[src/sv/rcfb_pkg.sv]
// Shared types, constants and helper functions for the robot command frame builder.
package rcfb_pkg;

  // Fixed frame layout constants
  localparam int MOTOR_FIELDS = 4;
  localparam int MSEL_W       = $clog2(MOTOR_FIELDS);

  localparam logic [7:0]  FRAME_ESC     = 8'h1B;
  localparam logic [7:0]  FRAME_TAB     = 8'h09;
  localparam logic [15:0] CHECK_MODULUS = 16'h4599;

  // Option byte dribble codes (bits 7..6)
  localparam logic [7:0] OPT_DRIB_POS  = 8'b1000_0000;
  localparam logic [7:0] OPT_DRIB_NEG  = 8'b1100_0000;
  localparam logic [7:0] OPT_SIGN_MASK = 8'b0011_1111;

  // Dribble mode input codes
  localparam logic [1:0] DRIBBLE_OFF = 2'd0;
  localparam logic [1:0] DRIBBLE_POS = 2'd1;
  localparam logic [1:0] DRIBBLE_NEG = 2'd2;

  // Classified command, as held in the queue
  typedef struct packed {
    logic [2:0]                   robot;
    logic [MOTOR_FIELDS-1:0][7:0] mag;
    logic [7:0]                   option;
    logic [7:0]                   sum;
  } desc_t;

  // Queue head as seen by the sequencer
  typedef struct packed {
    logic  valid;
    desc_t desc;
  } head_t;

  // Magnitude of a 9-bit two's complement value, saturated at 255
  function automatic logic [7:0] motor_mag(input logic [8:0] v);
    logic [8:0] m;
    m = v[8] ? (~v + 9'd1) : v;
    return m[8] ? 8'hFF : m[7:0];
  endfunction

  // Fold one byte into the running remainder: r = (r * 256 + data) mod CHECK_MODULUS,
  // one restoring step per bit
  function automatic logic [14:0] check_fold(input logic [14:0] rem, input logic [7:0] data);
    logic [15:0] t;
    logic [14:0] r;
    r = rem;
    for (int i = 7; i >= 0; i--) begin
      t = {r, data[i]};
      if (t >= CHECK_MODULUS) begin
        t = t - CHECK_MODULUS;
      end
      r = t[14:0];
    end
    return r;
  endfunction

endpackage

[src/sv/rcfb_if.sv]
// Valid/ready channel interfaces for commands in and frame bytes out.
interface rcfb_cmd_if;
  logic              valid;
  logic              ready;
  logic [2:0]        robot_number;
  logic signed [8:0] motor_0;
  logic signed [8:0] motor_1;
  logic signed [8:0] motor_2;
  logic signed [8:0] motor_3;
  logic [1:0]        dribble_mode;

  modport source (
    output valid, robot_number, motor_0, motor_1, motor_2, motor_3, dribble_mode,
    input  ready
  );
  modport sink (
    input  valid, robot_number, motor_0, motor_1, motor_2, motor_3, dribble_mode,
    output ready
  );
endinterface

interface rcfb_byte_if;
  logic       valid;
  logic       ready;
  logic [7:0] frame_byte;
  logic       frame_end;

  modport source (
    output valid, frame_byte, frame_end,
    input  ready
  );
  modport sink (
    input  valid, frame_byte, frame_end,
    output ready
  );
endinterface

[src/sv/rcfb_front.sv]
// Front end: accepts a command and classifies it into magnitudes, option byte and sum.
module rcfb_front #(
  parameter int MOTOR_COUNT = 4
) (
  rcfb_cmd_if.sink        cmd,
  input  logic            full,
  output logic            push,
  output rcfb_pkg::desc_t desc
);

  logic [rcfb_pkg::MOTOR_FIELDS-1:0][8:0] motors;

  assign motors = {cmd.motor_3, cmd.motor_2, cmd.motor_1, cmd.motor_0};

  // Accept whenever the queue has room
  assign cmd.ready = !full;
  assign push      = cmd.valid && !full;

  // Magnitudes, sign flags, dribble bits and byte sum
  always_comb begin
    logic [7:0] opt;
    logic [7:0] acc;
    opt = '0;
    desc.robot = cmd.robot_number;
    desc.mag   = '0;
    for (int m = 0; m < rcfb_pkg::MOTOR_FIELDS; m++) begin
      if (m < MOTOR_COUNT) begin
        desc.mag[m] = rcfb_pkg::motor_mag(motors[m]);
        opt[m]      = motors[m][8];
      end
    end
    opt = opt & rcfb_pkg::OPT_SIGN_MASK;
    case (cmd.dribble_mode)
      rcfb_pkg::DRIBBLE_POS: opt = opt | rcfb_pkg::OPT_DRIB_POS;
      rcfb_pkg::DRIBBLE_NEG: opt = opt | rcfb_pkg::OPT_DRIB_NEG;
      default:               opt = opt;
    endcase
    acc = {5'b0, cmd.robot_number} + opt;
    for (int m = 0; m < rcfb_pkg::MOTOR_FIELDS; m++) begin
      acc = acc + desc.mag[m];
    end
    desc.option = opt;
    desc.sum    = acc;
  end

endmodule

[src/sv/rcfb_queue.sv]
// Two-entry queue of classified commands between the front end and the byte sequencer.
module rcfb_queue (
  input  logic            clk,
  input  logic            rst_n,
  input  logic            push,
  input  rcfb_pkg::desc_t push_desc,
  input  logic            pop,
  output logic            full,
  output rcfb_pkg::head_t head
);

  rcfb_pkg::desc_t mem [2];
  logic       wr_ptr_r, wr_ptr_nxt;
  logic       rd_ptr_r, rd_ptr_nxt;
  logic [1:0] count_r, count_nxt;

  assign full       = (count_r == 2'd2);
  assign head.valid = (count_r != 2'd0);
  assign head.desc  = mem[rd_ptr_r];

  // Pointer and fill count update
  always_comb begin
    wr_ptr_nxt = wr_ptr_r ^ push;
    rd_ptr_nxt = rd_ptr_r ^ pop;
    count_nxt  = count_r + {1'b0, push} - {1'b0, pop};
  end

  always_ff @(posedge clk) begin
    if (!rst_n) begin
      wr_ptr_r <= 1'b0;
      rd_ptr_r <= 1'b0;
      count_r  <= 2'd0;
    end else begin
      wr_ptr_r <= wr_ptr_nxt;
      rd_ptr_r <= rd_ptr_nxt;
      count_r  <= count_nxt;
    end
  end

  // Entry storage
  always_ff @(posedge clk) begin
    if (push) begin
      mem[wr_ptr_r] <= push_desc;
    end
  end

endmodule

[src/sv/rcfb_back.sv]
// Back end: walks the frame one byte per transfer and folds the remainder check.
module rcfb_back #(
  parameter int MOTOR_COUNT = 4
) (
  input  logic            clk,
  input  logic            rst_n,
  input  rcfb_pkg::head_t head,
  output logic            pop,
  rcfb_byte_if.source     out
);

  localparam int FRAME_LEN = 7 + MOTOR_COUNT;
  localparam int IDX_W     = $clog2(FRAME_LEN);

  localparam logic [IDX_W-1:0] POS_ESC    = IDX_W'(0);
  localparam logic [IDX_W-1:0] POS_ROBOT  = IDX_W'(1);
  localparam logic [IDX_W-1:0] POS_MOTOR  = IDX_W'(2);
  localparam logic [IDX_W-1:0] POS_OPT    = IDX_W'(2 + MOTOR_COUNT);
  localparam logic [IDX_W-1:0] POS_SUM    = IDX_W'(3 + MOTOR_COUNT);
  localparam logic [IDX_W-1:0] POS_CHK_HI = IDX_W'(4 + MOTOR_COUNT);
  localparam logic [IDX_W-1:0] POS_CHK_LO = IDX_W'(5 + MOTOR_COUNT);
  localparam logic [IDX_W-1:0] POS_TAB    = IDX_W'(6 + MOTOR_COUNT);

  logic [IDX_W-1:0]            idx_r, idx_nxt;
  logic [14:0]                 rem_r, rem_nxt;
  logic [IDX_W-1:0]            motor_off;
  logic [rcfb_pkg::MSEL_W-1:0] motor_sel;
  logic [7:0]                  byte_val;
  logic                        fold_en;
  logic                        last;
  logic                        xfer;

  assign motor_off = idx_r - POS_MOTOR;
  assign motor_sel = motor_off[rcfb_pkg::MSEL_W-1:0];

  // Byte select for the current frame position
  always_comb begin
    fold_en  = 1'b0;
    byte_val = rcfb_pkg::FRAME_TAB;
    if (idx_r == POS_ESC) begin
      byte_val = rcfb_pkg::FRAME_ESC;
    end else if (idx_r == POS_ROBOT) begin
      byte_val = {5'b0, head.desc.robot};
      fold_en  = 1'b1;
    end else if (idx_r < POS_OPT) begin
      byte_val = head.desc.mag[motor_sel];
      fold_en  = 1'b1;
    end else if (idx_r == POS_OPT) begin
      byte_val = head.desc.option;
      fold_en  = 1'b1;
    end else if (idx_r == POS_SUM) begin
      byte_val = head.desc.sum;
      fold_en  = 1'b1;
    end else if (idx_r == POS_CHK_HI) begin
      byte_val = {1'b0, rem_r[14:8]};
    end else if (idx_r == POS_CHK_LO) begin
      byte_val = rem_r[7:0];
    end
  end

  assign last           = (idx_r == POS_TAB);
  assign out.valid      = head.valid;
  assign out.frame_byte = byte_val;
  assign out.frame_end  = last;
  assign xfer           = head.valid && out.ready;
  assign pop            = xfer && last;

  // Position counter and remainder update on each transfer
  always_comb begin
    idx_nxt = idx_r;
    rem_nxt = rem_r;
    if (xfer) begin
      idx_nxt = last ? POS_ESC : idx_r + IDX_W'(1);
      if (idx_r == POS_ESC) begin
        rem_nxt = '0;
      end else if (fold_en) begin
        rem_nxt = rcfb_pkg::check_fold(rem_r, byte_val);
      end
    end
  end

  always_ff @(posedge clk) begin
    if (!rst_n) begin
      idx_r <= POS_ESC;
    end else begin
      idx_r <= idx_nxt;
    end
  end

  always_ff @(posedge clk) begin
    rem_r <= rem_nxt;
  end

endmodule

[src/sv/robot_command_frame_builder_core.sv]
// Top level of the robot command frame builder: front end, command queue, byte sequencer.
//
//  channel   dir   handshake     payload
//  in_cmd    in    valid/ready   robot_number, motor_0..motor_3, dribble_mode
//  out_byte  out   valid/ready   frame_byte, frame_end
//
// Each command yields 7 + MOTOR_COUNT bytes (11 at the default), one per cycle while
// the output is ready; the byte sequencer emits one byte per transfer. The remainder
// check is folded over the robot, motor, option and sum bytes, one byte per transfer.
// A two-entry queue lets the next command be taken while a frame is being sent.
// Reset is synchronous, active low, and empties the queue and restarts the frame position.
// An output stall holds the current byte; input is refused only when the queue is full.
module robot_command_frame_builder_core #(
  parameter int MOTOR_COUNT = 4
) (
  input  logic         clk,
  input  logic         rst_n,
  rcfb_cmd_if.sink     in_cmd,
  rcfb_byte_if.source  out_byte
);

  logic            push;
  logic            pop;
  logic            full;
  rcfb_pkg::desc_t push_desc;
  rcfb_pkg::head_t head;

  // Command classification
  rcfb_front #(.MOTOR_COUNT(MOTOR_COUNT)) u_front (
    .cmd  (in_cmd),
    .full (full),
    .push (push),
    .desc (push_desc)
  );

  // Command queue
  rcfb_queue u_queue (
    .clk       (clk),
    .rst_n     (rst_n),
    .push      (push),
    .push_desc (push_desc),
    .pop       (pop),
    .full      (full),
    .head      (head)
  );

  // Frame byte sequencer
  rcfb_back #(.MOTOR_COUNT(MOTOR_COUNT)) u_back (
    .clk   (clk),
    .rst_n (rst_n),
    .head  (head),
    .pop   (pop),
    .out   (out_byte)
  );

endmodule
[src/flat_wrapper.sv]
// flat-port wrapper written by rule: the top's interface ports become plain ports
module robot_command_frame_builder_core_flat 
#(
  parameter int MOTOR_COUNT = 4
)
  (clk, rst_n, in_cmd_valid, in_cmd_robot_number, in_cmd_motor_0, in_cmd_motor_1, in_cmd_motor_2, in_cmd_motor_3, in_cmd_dribble_mode, in_cmd_ready, out_byte_valid, out_byte_frame_byte, out_byte_frame_end, out_byte_ready);
  rcfb_cmd_if in_cmd_i ();
  rcfb_byte_if out_byte_i ();
  input  logic clk;
  input  logic rst_n;
  input wire logic [$bits(in_cmd_i.valid)-1:0] in_cmd_valid;
  input wire logic [$bits(in_cmd_i.robot_number)-1:0] in_cmd_robot_number;
  input wire logic [$bits(in_cmd_i.motor_0)-1:0] in_cmd_motor_0;
  input wire logic [$bits(in_cmd_i.motor_1)-1:0] in_cmd_motor_1;
  input wire logic [$bits(in_cmd_i.motor_2)-1:0] in_cmd_motor_2;
  input wire logic [$bits(in_cmd_i.motor_3)-1:0] in_cmd_motor_3;
  input wire logic [$bits(in_cmd_i.dribble_mode)-1:0] in_cmd_dribble_mode;
  output wire logic [$bits(in_cmd_i.ready)-1:0] in_cmd_ready;
  output wire logic [$bits(out_byte_i.valid)-1:0] out_byte_valid;
  output wire logic [$bits(out_byte_i.frame_byte)-1:0] out_byte_frame_byte;
  output wire logic [$bits(out_byte_i.frame_end)-1:0] out_byte_frame_end;
  input wire logic [$bits(out_byte_i.ready)-1:0] out_byte_ready;
  assign in_cmd_i.valid = in_cmd_valid;
  assign in_cmd_i.robot_number = in_cmd_robot_number;
  assign in_cmd_i.motor_0 = in_cmd_motor_0;
  assign in_cmd_i.motor_1 = in_cmd_motor_1;
  assign in_cmd_i.motor_2 = in_cmd_motor_2;
  assign in_cmd_i.motor_3 = in_cmd_motor_3;
  assign in_cmd_i.dribble_mode = in_cmd_dribble_mode;
  assign in_cmd_ready = in_cmd_i.ready;
  assign out_byte_valid = out_byte_i.valid;
  assign out_byte_frame_byte = out_byte_i.frame_byte;
  assign out_byte_frame_end = out_byte_i.frame_end;
  assign out_byte_i.ready = out_byte_ready;
  robot_command_frame_builder_core #(.MOTOR_COUNT(MOTOR_COUNT)) u_core (.clk(clk), .rst_n(rst_n), .in_cmd(in_cmd_i), .out_byte(out_byte_i));
endmodule
[config.mk]
export PLATFORM = sky130hd
export DESIGN_NAME = robot_command_frame_builder_core_flat
export DESIGN_NICKNAME = d
export VERILOG_FILES = /design/src/sv/rcfb_pkg.sv /design/src/sv/rcfb_if.sv /design/src/sv/rcfb_front.sv /design/src/sv/rcfb_queue.sv /design/src/sv/rcfb_back.sv /design/src/sv/robot_command_frame_builder_core.sv /design/src/flat_wrapper.sv
export SDC_FILE = /design/constraint.sdc
export NUM_CORES = 1
export LEC_CHECK = 0
export BUFFER_PORTS_ARGS = -buffer_cell sky130_fd_sc_hd__buf_4
export CORE_ASPECT_RATIO = 1.2
export CORE_UTILIZATION = 58
export CTS_CLUSTER_SIZE = 10
export DETAILED_ROUTE_END_ITERATION = 16
export GPL_TIMING_DRIVEN = 0
export PLACE_DENSITY = 0.9
export SETUP_SLACK_MARGIN = 0.4
export SYNTH_ARGS = -nofsm -noshare
export SYNTH_HDL_FRONTEND = slang
export SYNTH_SLANG_ARGS = --single-unit
[constraint.sdc]
create_clock -name clk -period 14.7 [get_ports clk]
set_input_delay 2.94 -clock clk [delete_from_list [all_inputs] [get_ports clk]]
set_output_delay 2.94 -clock clk [all_outputs]
set_load 0.005 [all_outputs]
==> impl_metrics.toml, run 1 <==
[outcome]
status = "finished, final reports clean"

[yosys]
synth_top_area_share_pct = 27.0
synth-seq-cells = 122
synth-compound-area-share_pct = 23.3
synthMuxAreaShare_pct = 7.09
synth_area_leader_cell = "edfxtp_1"
synth-adder-area-share_pct = 6.84
syn_inst = 1398
syn_area_sq_um = 12600
synth.most_common_cell = "nand2_1"
synth_nets = 1499
synth_top_family_by_area = "compound AO/OA/AOI/OAI gates"
yosys.cell_types.count = 116
synthSimpleGateAreaFrac_pct = 19.8
synth-main-ff-cell = "edfxtp_1"
synth_edf_count = 113
synth_seq_area_share_pct = 28.5
synth.area.top_cells = "edfxtp_1, xnor2_1, mux2i_1, nand2_1, ha_1"
synthTopCellsByCount = "nand2_1, edfxtp_1, nor2_1"
yosysWarnings = 0
ys_async_sr_fraction_pct = 0
synth-xor-area-share_pct = 10.1
syn_avg_cell_area_sq_um = 8.98

[place]
port_buffers = 55
gp_congestion = 1.02
dp.final_hpwl_mm = 26.7
place_area_sq_um = 13400

[worst_setup_path]
cp-end-kind = "flip-flop"
required_ns = 14.93
worst-setup-path-type = "reg2reg"
slowest_stage = "nor3_1"
critPathMaxFanout = 10
arrival_ns = 13.98
critPathLaunchType = "flip-flop"
cpPeakStageDelay_ns = 0.54

[clock_network]
cts_max_path_buffers = 2
cts_hold_buf = 0
cts_tree = "yes"
cts.sinks = 122
cts-root-buf = "clkbuf_16"
clock_latency_ns = 0.42
htreeDepth = 4
clk_pin_slew_ns = 0.06
numCtsBuffers = 17

[timing]
setup_viol = 0
worst_pin_slew_ns = 1.20
final_max_slew_viol_count = 0
slew_headroom_pct = 19.0
finalHoldViolCount = 0
rsz0062_at_grt = "no"
skew_ns = 0.00763
finalCriticalPeriod_ns = 13.75
post-route-period-util_pct = 93.6
fmax_mhz = 72.7

[routing]
antenna_left = 0
wl_per_cell_microns = 20.9
num_vias = 11828
drc = 0
viasPerCell = 6.68
drt_iter0_drc = 1173
first_pass_iters = 6
drt_wl_total_mm = 37.1

[floorplan]
rows = 58
die_x_microns = 136
die_h_microns = 163
coreArea_sq_um = 21100
fp.dieArea_sq_um = 22200
initial_core_util_pct = 59.5
ios = 56

[layout]
n_fill_cell = 1594
area_delta_synth_final_pct = 14.2
finish.instance_area_sq_um = 14300
n_antenna_cell = 0
nets = 1590
drive_gt1_share_pct = 18.1

[global_route]
overflow = 0
grt_pass1_wl_mm = 58.3
track_usage_pct = 33.6
antenna_found_initial = 0
grt_start_max_net_pins = 40
grt_pass1_vias = 11426

[worst_hold_path]
hold_path_class = "reg2reg"

[run]
drv_cap = 0
[worst max-delay path, delay by kind of cell, from the launching register on]
family / cells / cell delay, ns
buffers and inverters: 12 / 2.01
adders and majority gates: 7 / 1.55
AOI/OAI and AO/OA: 21 / 4.07
DFF: 1 / 0.29
xor gates and xnor gates: 6 / 1.12
muxes: 2 / 0.38
and+or+nand+nor: 22 / 4.05
[registers in the layout, summed over array words and instances (netlist names), named ones only]
| register | cells |
|---|---|
| u_core.u_queue.mem | 98 |
| u_core.u_queue.count_r | 2 |
| u_core.u_back.rem_r | 15 |
| u_core.u_back.idx_r | 4 |
| u_core.u_queue.wr_ptr_r | 1 |
| u_core.u_queue.rd_ptr_r | 1 |
[layer usage]
metal | part of all wire (%) | track usage (%)
met5 | 0 | 0
met4 | 5.4 | 19.0
met3 | 6.1 | 3.88
met2 | 52 | 60.9
met1 | 37 | 37.7
[final cells by class]
type	instances	area, sq um	area share (%)
Sequential cell	122	3570	24.9
Tap cell	270	338	2.36
Multi-Input combinational cell	1151	8730	60.9
Clock inverter	14	126	0.881
Timing Repair Buffer	72	566	3.94
Clock buffer	17	425	2.97
Inverter	73	274	1.91
Buffer	52	303	2.11
[cell families after synthesis]
logic type      count (synthesis)
mux                            79
fa+ha+maj                      56
flops                         122
xor+xnor                      139
compound gates                398
simple gates                  479
buf+inv                       125
[what timing repair did]
| action | CTS | global route |
|---|---|---|
| pin swaps | 8 | 8 |
| resized for setup | 31 | 31 |
| buffers inserted | 7 | 8 |
| endpoints found under the setup margin | 15 | 15 |
[cell usage in the layout (no fill, tap or decap), types with 27 or more instances in the layout]
cell / count
xor2_1: 42
nor2_1: 94
inv_1: 73
buf_4: 79
and2_1: 27
a21oi_1: 77
nor3_1: 30
xnor2_1: 85
mux2i_1: 48
o21ai_0: 53
edfxtp_1: 113
ha_1: 29
nand2_1: 128
nand3_1: 42
[path summary, 6_finish.rpt]
kind         slack [ns]  cells after the start                                start                                   end
max reg2reg        0.95                     70  u_core.u_back.idx_r[0]$_SDFFE_PN0P_  u_core.u_back.rem_r[2]$_SDFFCE_PN0P_
min                0.56                      2   u_core.u_queue.rd_ptr_r$_SDFF_PN0_    u_core.u_queue.rd_ptr_r$_SDFF_PN0_
max                0.95                     70  u_core.u_back.idx_r[0]$_SDFFE_PN0P_  u_core.u_back.rem_r[2]$_SDFFCE_PN0P_
min reg2reg        0.56                      2   u_core.u_queue.rd_ptr_r$_SDFF_PN0_    u_core.u_queue.rd_ptr_r$_SDFF_PN0_
[stage by stage]
step           instances  setup TNS, ns  hold slack (ns)  setup WS, ns  utilization [%]
6_report            1771              0            0.563         0.947             67.9
5_1_grt             1771              0            0.600         0.265             67.9
4_1_cts             1763              0            0.564         0.447             66.9
3_5_place_dp        1725         -34.19            0.538         -2.37             63.2
3_3_place_gp        1723         -30.27            0.520         -2.09             63.0
2_1_floorplan       1398              0            0.504         0.771                -
Power of run 1 is not shown: default switching activity piles up to over one toggle a cycle in this logic, so the estimate is an artifact.
==> inputs of run 2 (changes only) <==
--- a/config.mk
+++ b/config.mk
@@ -7,7 +7,8 @@
 export LEC_CHECK = 0
 export BUFFER_PORTS_ARGS = -buffer_cell sky130_fd_sc_hd__buf_4
 export CORE_ASPECT_RATIO = 1.2
-export CORE_UTILIZATION = 58
+export CORE_UTILIZATION = 59
+export CTS_BUF_LIST = sky130_fd_sc_hd__clkbuf_4
 export CTS_CLUSTER_SIZE = 10
 export DETAILED_ROUTE_END_ITERATION = 16
 export GPL_TIMING_DRIVEN = 0
==> run 2 against run 1 <==
Compared with the run above:
- via count down 1.1%
- critical endpoint is now u_core.u_back.rem_r[10]$_SDFFCE_PN0P_
- global-route usage down 1.7 points
- maximum frequency down 0.12%
- critical path depth up 4
- largest cell class unchanged
==> impl_metrics.toml, run 2 (synthesized netlist as in run 1, its figures left out) <==
[outcome]
status = "finished, final reports clean"

[clock_network]
numCtsBuffers = 17
clock_latency_ns = 0.55
cts_max_path_buffers = 2
cts-root-buf = "clkbuf_4"
cts_tree = "yes"
htreeDepth = 4
cts.sinks = 122
clk_pin_slew_ns = 0.13

[global_route]
grt_busiest_layer = "met2"
grt_start_max_net_pins = 40
grt_pass1_vias = 11182
track_usage_pct = 31.9
grt_use_met2_pct = 57.7
overflow = 0
grt_use_met1_pct = 34.9
antenna_found_initial = 1
grt_pass1_wl_mm = 55.0
met3_usage_pct = 3.71

[timing]
finalCriticalPeriod_ns = 13.77
rsz0062_at_grt = "no"
layout_setup_ws_ns = 0.930
final_max_slew_viol_count = 0
worst_pin_slew_ns = 1.15
post-route-period-util_pct = 93.7
slew_headroom_pct = 22.7
setup_viol = 0
finalHoldViolCount = 0
fmax_mhz = 72.6
skew_ns = 0.0215
finalSetupTns_ns = 0

[worst_hold_path]
hold_path_class = "reg2reg"

[routing]
drt_iter0_drc = 1076
num_vias = 11692
wl_per_cell_microns = 20.0
drc = 0
first_pass_iters = 6
drt_wl_total_mm = 35.5
viasPerCell = 6.58
antenna_left = 0

[worst_setup_path]
arrival_ns = 14.07
crit_top_cell = "buf_4"
critPathLaunchType = "flip-flop"
cp-end-kind = "flip-flop"
cpPeakStageDelay_ns = 0.51
slowest_stage = "mux4_2"
required_ns = 15.00
worst-setup-path-type = "reg2reg"
critPathMaxFanout = 10

[layout]
largest_register_ffs = 98
drive_gt1_share_pct = 18.7
layout_commonest_cell = "nand2_1"
multi_input_area_sq_um = 8750
nets = 1593
top_regs = "u_core.u_queue.mem: 98 flops, u_core.u_back.rem_r: 15 flops, u_core.u_back.idx_r: 4 flops"
seq_area_sq_um = 3570
top_register = "u_core.u_queue.mem"
finish.instance_area_sq_um = 14100
n_fill_cell = 1622
area_delta_synth_final_pct = 12.6
instances_no_fill = 1776
most-common-layout-cells = "nand2_1, edfxtp_1, nor2_1"

[place]
gp_congestion = 1.02
numPlacedInstances = 1725
place_area_sq_um = 13400
dp.final_hpwl_mm = 27.0
port_buffers = 55
pre_cts_slack_ns = -2.33

[floorplan]
ios = 56
rows = 58
die_h_microns = 162
initial_core_util_pct = 60.1
die_x_microns = 135
coreArea_sq_um = 20900
fp.dieArea_sq_um = 21900

[run]
drv_cap = 0
==> run 2: cell count changes in the layout (fill, tap and decap cells not counted), sizes merged <==
cell,before,now
inv,75,82
buf,101,106
clkinv,7,2
clkbuf,40,38
clkinvlp,4,2
bufinv,1,2
diode,0,1
==> run 2: worst max-delay path, delay by kind of cell, from the launching register on <==
family                   cells  cell delay, ns
adder cells (fa/ha/maj)      8            1.64
buffers and inverters       14            2.34
multiplexers                 3            0.76
AND/OR/NAND/NOR             21            2.90
flip-flops                   1            0.34
XOR/XNOR                     7            1.23
AO/OA/AOI/OAI               21            4.28
==> run 2: final cells by class <==
cell class / count / share of cell area (%)
tap: 270 / 2.39
clock inverter: 15 / 1.25
sequential: 122 / 25.3
inverter: 73 / 1.94
timing repair buffer: 75 / 4.16
antenna: 1 / 0.0177
buffer: 52 / 2.17
clock buffer: 17 / 0.902
multi-input combinational: 1151 / 61.9
==> run 2: worst paths after layout <==
kind | startpoint | to | slack [ns] | cells after the start
setup / recovery | flip-flop | u_core.u_back.rem_r[10]$_SDFFCE_PN0P_ | 0.93 | 74
hold reg to reg | u_core.u_queue.rd_ptr_r$_SDFF_PN0_ | flip-flop | 0.59 | 2
hold / removal | u_core.u_queue.rd_ptr_r$_SDFF_PN0_ | flip-flop | 0.59 | 2
setup reg to reg | flip-flop | u_core.u_back.rem_r[10]$_SDFFCE_PN0P_ | 0.93 | 74
==> run 2: per-layer routing <==
layer	share of wire, %	wire length (microns)	up-vias
met5	0	0	-
met4	6.1	2170	0
met3	5.0	1790	159
met2	52	18500	539
met1	37	13100	5585
li1	-	-	5409
==> run 2: through the flow <==
stage / hold slack (ns) / utilization [%]
after floorplan: 0.504 / -
after detailed placement: 0.554 / 63.9
after global routing: 0.618 / 67.7
final: 0.589 / 67.7
after global placement: 0.521 / 63.7
after CTS: 0.571 / 66.6
==> run 2: repair_timing <==
| action | in CTS | in global routing |
|---|---|---|
| hold buffers | 0 | 0 |
| pin swaps | 8 | 7 |
| gates resized for setup | 39 | 29 |
| buffers inserted | 7 | 11 |
| endpoints found under the setup margin | 15 | 15 |
Power of run 2 is left out for the same reason.
